`config.mk`:
```
export PLATFORM = sky130hd
export DESIGN_NAME = npe_rdiv
export DESIGN_NICKNAME = d
export VERILOG_FILES = /design/src/npe_pkg.sv /design/src/npe_rdiv.sv
export SDC_FILE = /design/constraint.sdc
export NUM_CORES = 2
export LEC_CHECK = 0
export ABC_AREA = 0
export BUFFER_PORTS_ARGS = -buffer_cell sky130_fd_sc_hd__buf_2
export CAP_MARGIN = 30
export CORE_UTILIZATION = 39
export DETAILED_ROUTE_END_ITERATION = 10
export PLACE_DENSITY = 0.64
export SYNTH_ARGS = -nofsm -noshare
export SYNTH_HDL_FRONTEND = slang
export SYNTH_SLANG_ARGS = --single-unit
```
`constraint.sdc`:
```
create_clock -name clk_i -period 33.9 [get_ports clk_i]
set_input_delay 5.085 -clock clk_i [delete_from_list [all_inputs] [get_ports clk_i]]
set_output_delay 5.085 -clock clk_i [all_outputs]
set_load 0.1 [all_outputs]
```
`src/npe_pkg.sv`:
```
// shared types and constants for the normalized patch extractor
`timescale 1ns / 1ps
package npe_pkg;

  localparam int MaxRows      = 128;
  localparam int MaxCols      = 128;
  localparam int MaxHalfWidth = 3;

  localparam int RowW   = 7;
  localparam int ColW   = 7;
  localparam int AddrW  = RowW + ColW;
  localparam int PixW   = 8;
  localparam int CntW   = 8;          // row / column count registers
  localparam int HwW    = 2;
  localparam int SideW  = 3;
  localparam int NW     = 6;          // window size up to 49
  localparam int SumW   = 14;         // up to 49 * 255
  localparam int SqW    = 22;         // up to 49 * 255^2
  localparam int DW     = 28;         // n*Q - S*S
  localparam int NumW   = 14;
  localparam int Num2W  = 28;
  localparam int RhsW   = Num2W + 24;
  localparam int MagW   = 16;
  localparam int AccW   = 64;
  localparam int BitW   = 4;          // index of the trial bit
  localparam int QcW    = 16;
  localparam int OutW   = 16;

  localparam logic [MagW-1:0] PosLimit = 16'd32767;
  localparam logic [MagW-1:0] NegLimit = 16'd32768;

  localparam logic [1:0] CfgHalfWidth = 2'd0;
  localparam logic [1:0] CfgImageRows = 2'd1;
  localparam logic [1:0] CfgImageCols = 2'd2;

  localparam logic CmdLoad  = 1'b0;
  localparam logic CmdQuery = 1'b1;

  typedef enum logic [3:0] {
    StIdle,
    StRej,
    StSum,
    StSumTail,
    StDiff,
    StDiff2,
    StElRd,
    StElWait,
    StElSq,
    StElGo,
    StElDiv,
    StElOut
  } state_e;

  typedef enum logic {
    PhTrial,
    PhCheck
  } phase_e;

endpackage

```
`src/npe_rdiv.sv`:
```
// iterative unit: round(2048*num/sqrt(d)) by bit search with shift-add squares
`timescale 1ns / 1ps
module npe_rdiv import npe_pkg::*; (
  input  logic            clk_i,
  input  logic            rst_ni,
  input  logic            start_i,
  input  logic [RhsW-1:0] rhs_i,
  input  logic [DW-1:0]   d_i,
  input  logic [MagW-1:0] limit_i,
  output logic            done_o,
  output logic [MagW-1:0] mag_o
);

  // a_q = w^2*d, b_q = w*d with w = 2*m; candidate accepted when (w'-1)^2*d <= rhs
  logic [AccW-1:0] a_q, a_d, b_q, b_d, at_q, at_d, bt_q, bt_d;
  logic [MagW-1:0] m_q, m_d, mt_q, mt_d;
  logic [BitW-1:0] k_q, k_d;
  phase_e          ph_q, ph_d;
  logic            busy_q, busy_d, done_q, done_d;
  logic [AccW-1:0] d_ext, rhs_ext, chk;
  logic [5:0]      sh_b, sh_d2, sh_d1;

  assign d_ext   = AccW'(d_i);
  assign rhs_ext = AccW'(rhs_i);
  assign sh_b    = 6'(k_q) + 6'd2;
  assign sh_d2   = {1'b0, k_q, 1'b0} + 6'd2;
  assign sh_d1   = 6'(k_q) + 6'd1;
  assign chk     = at_q - (bt_q << 1) + d_ext;

  always_comb begin
    a_d    = a_q;
    b_d    = b_q;
    at_d   = at_q;
    bt_d   = bt_q;
    m_d    = m_q;
    mt_d   = mt_q;
    k_d    = k_q;
    ph_d   = ph_q;
    busy_d = busy_q;
    done_d = 1'b0;
    if (start_i) begin
      a_d    = '0;
      b_d    = '0;
      m_d    = '0;
      k_d    = BitW'(MagW - 1);
      ph_d   = PhTrial;
      busy_d = 1'b1;
    end else if (busy_q) begin
      if (ph_q == PhTrial) begin
        at_d = a_q + (b_q << sh_b) + (d_ext << sh_d2);
        bt_d = b_q + (d_ext << sh_d1);
        mt_d = m_q | (MagW'(1) << k_q);
        ph_d = PhCheck;
      end else begin
        if (chk <= rhs_ext && mt_q <= limit_i) begin
          a_d = at_q;
          b_d = bt_q;
          m_d = mt_q;
        end
        ph_d = PhTrial;
        if (k_q == '0) begin
          busy_d = 1'b0;
          done_d = 1'b1;
        end else begin
          k_d = k_q - 1'b1;
        end
      end
    end
  end

  always_ff @(posedge clk_i or negedge rst_ni) begin
    if (!rst_ni) begin
      busy_q <= 1'b0;
      done_q <= 1'b0;
      ph_q   <= PhTrial;
    end else begin
      busy_q <= busy_d;
      done_q <= done_d;
      ph_q   <= ph_d;
    end
  end

  always_ff @(posedge clk_i) begin
    a_q  <= a_d;
    b_q  <= b_d;
    at_q <= at_d;
    bt_q <= bt_d;
    m_q  <= m_d;
    mt_q <= mt_d;
    k_q  <= k_d;
  end

  assign done_o = done_q;
  assign mag_o  = m_q;

endmodule

```
# Yosys cells after proc, flatten, opt, wreduce, memory -nomap -nowiden
# Cells that the tools add are included.
# word_totals
reg_bits,295
input_bits,99
word_cells,46
# classes
n_addsub,9
n_lt_le_gt_ge,2
shift,4
mux,11
bitwise,4
n_reduce_logical,6
# ops
op,n
64-bit adder,3
64-bit by 28-bit adder with 64-bit output,1
64-bit by 52-bit <= comparator with 1-bit output,1
28-bit by 5-bit left shift with 64-bit output,1
28-bit by 6-bit left shift with 64-bit output,1
64-bit by 5-bit left shift with 64-bit output,1
64-bit subtractor,1
16-bit <= comparator,1
16-bit bitwise OR,1
"1-bit by 4-bit left shift with 16-bit output, first input constant",1
1-bit two-way mux,11
3-bit AND reduction,3
"5-bit by 2-bit adder with 6-bit output, second input constant",1
"4-bit by 1-bit adder with 5-bit output, second input constant",1
"4-bit by 2-bit adder with 5-bit output, second input constant",1
4-bit zero test,1
"4-bit by 1-bit subtractor with 4-bit output, second input constant",1
1-bit NOT,3
2-bit nonzero test,1
1-bit logical AND,1

# Depth between registers and ports, before layout
# depth
ltp_word,5
depth_mapped,32
mapped_depth_nobuf,27

# Worst setup path before layout
# OpenSTA, ideal clock, no wires.
# synth_timing
path_kind,input -> register
from,input port start_i
to,register at_q[0] (enable)
setup_time_ps,853
arrival_ps,16074
path_slack_ps,16973
stages,4
cell_sequence,clkbuf_1 > clkbuf_1 > clkbuf_1 > nor3b_1
# synth_between
elab_chain_len,2
# synth_lines
element,line,text
start: declaration,npe_rdiv.sv:6,"input logic start_i,"
1-bit NOT (no source line),-,
3-bit AND reduction (no source line),-,
end signal: assignment,npe_rdiv.sv:86,at_q <= at_d;
end: declaration,npe_rdiv.sv:15,"logic [AccW-1:0] a_q, a_d, b_q, b_d, at_q, at_d, bt_q, bt_d;"
# No other way between the ends.
# A chain may end at the register's enable or synchronous reset.

# Worst setup path after layout
# layout_timing
from,input port d_i[21]
to,register a_q[13]
# layout_between
elab_chain_len,4
# layout_lines
element,line,text
start: declaration,npe_rdiv.sv:8,"input logic [DW-1:0] d_i,"
64-bit by 28-bit adder with 64-bit output,npe_rdiv.sv:28,assign chk = at_q - (bt_q << 1) + d_ext;
64-bit by 52-bit <= comparator with 1-bit output,npe_rdiv.sv:55,if (chk <= rhs_ext && mt_q <= limit_i) begin
1-bit logical AND,npe_rdiv.sv:55,
3-bit AND reduction (no source line),-,
end signal: assignment,npe_rdiv.sv:84,a_q <= a_d;
end: declaration,npe_rdiv.sv:15,
# No other way between the ends.

==> load_flow_metrics.sql <==
INSERT INTO impl_metrics (metric_group, metric, value, unit) VALUES
('outcome', 'status', 'finished, final reports clean', ''),
('setup_path', 'critical-path-top-cell-by-count', 'sky130_fd_sc_hd__nor2_1', ''),
('pwr', 'vdd_ir_drop_max', '33.7', 'uV'),
('clocking', 'numClockSinks', '295', ''),
('setup_path', 'timing.critical_path.required', '34.38', 'ns'),
('synthesis', 'syn_nets', '4589', ''),
('synthesis', 'syn-cell-area', '0.0334', 'mm^2'),
('worst_hold_path', 'min-delay-path-class', 'register to register', ''),
('global_route', 'overflow_left_after_global_routing', '0', ''),
('route', 'detail_route.wirelength', '128', 'mm'),
('floorplan', 'die-area', '0.0869', 'mm^2'),
('route', 'initialDrtViolationCount', '3160', ''),
('clocking', 'clock_insertion_delay_worst_skew', '0.60', 'ns'),
('floorplan', 'floorplan.die.height', '295', 'um'),
('synthesis', 'most_used_standard_cell_by_instance_count_after_synthesis', 'sky130_fd_sc_hd__nand2_1', ''),
('timing', 'fin_worst_hold_slack', '0.475', 'ns'),
('floorplan', 'fp-row-count', '107', ''),
('timing', 'timing.fmax', '77.4', 'MHz'),
('clocking', 'post-cts-setup-buffer-count', '0', ''),
('place', 'hpwl', '104', 'mm'),
('setup_path', 'critical_path.slowest_cell', 'sky130_fd_sc_hd__a31oi_1', ''),
('global_route', 'global_route_wire_length_before_repair', '188', 'mm'),
('synthesis', 'cells_after_synth', '4101', ''),
('route', 'routed_wire_length_per_instance', '24.4', 'um'),
('clocking', 'cts-root-buf', 'sky130_fd_sc_hd__clkbuf_16', ''),
('setup_path', 'critical_path.startpoint_type', 'input pin', ''),
('synthesis', 'synth.top_cells.by_count', '378 x sky130_fd_sc_hd__nand2_1, 371 x sky130_fd_sc_hd__nor2_1, 328 x sky130_fd_sc_hd__inv_1', ''),
('cells_and_area', 'drive_gt1_frac', '0.0811', ''),
('clocking', 'cts_buffers', '38', ''),
('pwr', 'leakage', '0.0162', 'uW'),
('synthesis', 'synth_sequential_area_ratio', '0.220', ''),
('timing', 'slew_violations', '0', ''),
('route', 'drt-vias-per-instance', '5.81', ''),
('synthesis', 'yosysWarnings', '0', ''),
('cells_and_area', 'layout.filler_cells', '8628', ''),
('floorplan', 'io-pin-count', '116', ''),
('setup_path', 'endpoint_kind', 'register', ''),
('cells_and_area', 'areaGrowthSynthToFinish', '7.91', '%'),
('timing', 'clock_skew', '0.0510', 'ns'),
('place', 'preCtsSetupSlack', '20.67', 'ns'),
('floorplan', 'floorplan.die.width', '295', 'um'),
('global_route', 'number_of_antenna_violations_at_the_first_check_in_global_routing', '4', ''),
('place', 'finalWeightedCongestion', '1.05', ''),
('route', 'drtPass1Iterations', '9', ''),
('route', 'ant_nets', '0', ''),
('synthesis', 'synth_cell_type_count', '90', ''),
('synthesis', 'synth.largest_area_cell', 'sky130_fd_sc_hd__edfxtp_1', ''),
('timing', 'rsz0062_at_grt', 'false', ''),
('global_route', 'via_count_of_the_first_global_routing_pass', '29200', ''),
('timing', 'finalSetupTns', '0', 'ns'),
('timing', 'worst_pin_slew', '1.15', 'ns'),
('setup_path', 'setup.worst_path.class', 'input pin to register', ''),
('timing', 'timing_hold_violations_final', '0', ''),
('clocking', 'clk_pin_slew', '0.06', 'ns'),
('floorplan', 'initial_core_util', '0.393', ''),
('place', 'io_buffer_count', '115', ''),
('pwr', 'post-layout-total-power', '2090', 'uW'),
('synthesis', 'synth_top_area_share', '0.129', ''),
('pwr', 'power.density', '57.8', 'mW/mm^2'),
('synthesis', 'netlist_top_cells_area', 'sky130_fd_sc_hd__edfxtp_1 13%, sky130_fd_sc_hd__ha_1 11%, sky130_fd_sc_hd__dfxtp_1 8.9%, sky130_fd_sc_hd__mux2i_1 7.6%, sky130_fd_sc_hd__nand2b_1 5.9%', ''),
('timing', 'post-route-min-period', '12.92', 'ns'),
('cells_and_area', 'finalNetCount', '4557', ''),
('setup_path', 'cp_slowest_stage_delay', '0.73', 'ns'),
('global_route', 'grtUsageTotal', '0.292', ''),
('synthesis', 'async_flop_share', '0.0102', ''),
('synthesis', 'post_synth.cell_area_avg', '8.15', 'um^2'),
('route', 'vias', '30500', ''),
('clocking', 'holdBufCountCts', '0', ''),
('synthesis', 'synth_top_flop_cell', 'sky130_fd_sc_hd__dfxtp_1', ''),
('timing', 'final_worst_path_cycle_share', '0.381', ''),
('synthesis', 'synth_edf_count', '144', '');
[layer usage]
layer / GRT usage / part of all wire / up-vias / wire length [um]
met1: 0.384 / 0.42 / 14600 / 54200
li1: - / - / 14400 / -
met2: 0.449 / 0.43 / 1229 / 55300
met5: 0 / 0.00045 / - / 57
met4: 0.148 / 0.057 / 8 / 7270
met3: 0.0623 / 0.087 / 235 / 11200
[state kept, by name, summed over array words and instances (netlist names)]
name	cells
a_q	64
at_q	64
b_q	64
bt_q	64
mag_o	16
mt_q	16
k_q	4
busy_q	1
done_o	1
ph_q	1
[layout make-up]
cell class / instances / area, um^2 / area share
clock buffers: 52 / 1090 / 0.0303
diodes: 4 / 10.0 / 0.000277
flip-flops and latches: 295 / 7370 / 0.204
clock inverters: 15 / 148 / 0.00409
inverters: 332 / 1250 / 0.0345
well taps: 1144 / 1430 / 0.0397
multi-input cells: 3248 / 23900 / 0.663
repair buffers: 154 / 870 / 0.0241
[per-stage QoR]
| stage | cells | area [um^2] |
|---|---|---|
| after floorplan | 4101 | 33400 |
| after global placement | 5164 | 34800 |
| after detailed placement | 5171 | 34800 |
| after CTS | 5238 | 36100 |
| after global routing | 5240 | 36100 |
| final | 5244 | 36100 |
[worst paths after layout]
check,start,to,cells after the start
max,d_i[21],a_q[13],30
min,a_q[35],a_q[35],2
max reg2reg,k_q[0],bt_q[62],24
min reg2reg,a_q[35],a_q[35],2
max in group asynchronous,rst_ni,busy_q,1
min in group asynchronous,rst_ni,done_o,1
[cells in the final DEF, fill, tap and decap left out, types with 113 or more instances in the layout]
cell type                  Yosys  routed
sky130_fd_sc_hd__dfxtp_1     148     146
sky130_fd_sc_hd__mux2i_1     253     253
sky130_fd_sc_hd__edfxtp_1    144     144
sky130_fd_sc_hd__ha_1        297     295
sky130_fd_sc_hd__nand2_1     378     378
sky130_fd_sc_hd__a21oi_1     314     314
sky130_fd_sc_hd__nor2_1      371     371
sky130_fd_sc_hd__inv_1       328     328
sky130_fd_sc_hd__buf_2        12     119
sky130_fd_sc_hd__a21o_1      121     121
sky130_fd_sc_hd__o21ai_0     227     227
sky130_fd_sc_hd__xnor2_1     116     113
sky130_fd_sc_hd__nand2b_1    317     317
[power breakdown]
group / total (uW) / leakage (uW) / internal (uW) / switching, uW
clock: 414 / 0.000613 / 242 / 172
combinational: 1220 / 0.0130 / 408 / 810
sequential: 454 / 0.00264 / 418 / 35.6
total: 2090 / 0.0162 / 1070 / 1020
[worst min-delay path: cells and delay by family (launching register included)]
kind             cells  cell delay, ns
DFF                  1            0.31
muxes                1            0.06
and+or+nand+nor      1            0.06
[cells by family after synthesis]
group | count (synthesis) | share of synthesized area
compound gates | 975 | 0.182
mux | 320 | 0.117
xor+xnor | 183 | 0.0479
buf+inv | 558 | 0.0674
fa+ha+maj | 389 | 0.166
flops | 295 | 0.220
simple gates | 1381 | 0.200
Note: power is estimated with default switching activity, not from simulation.
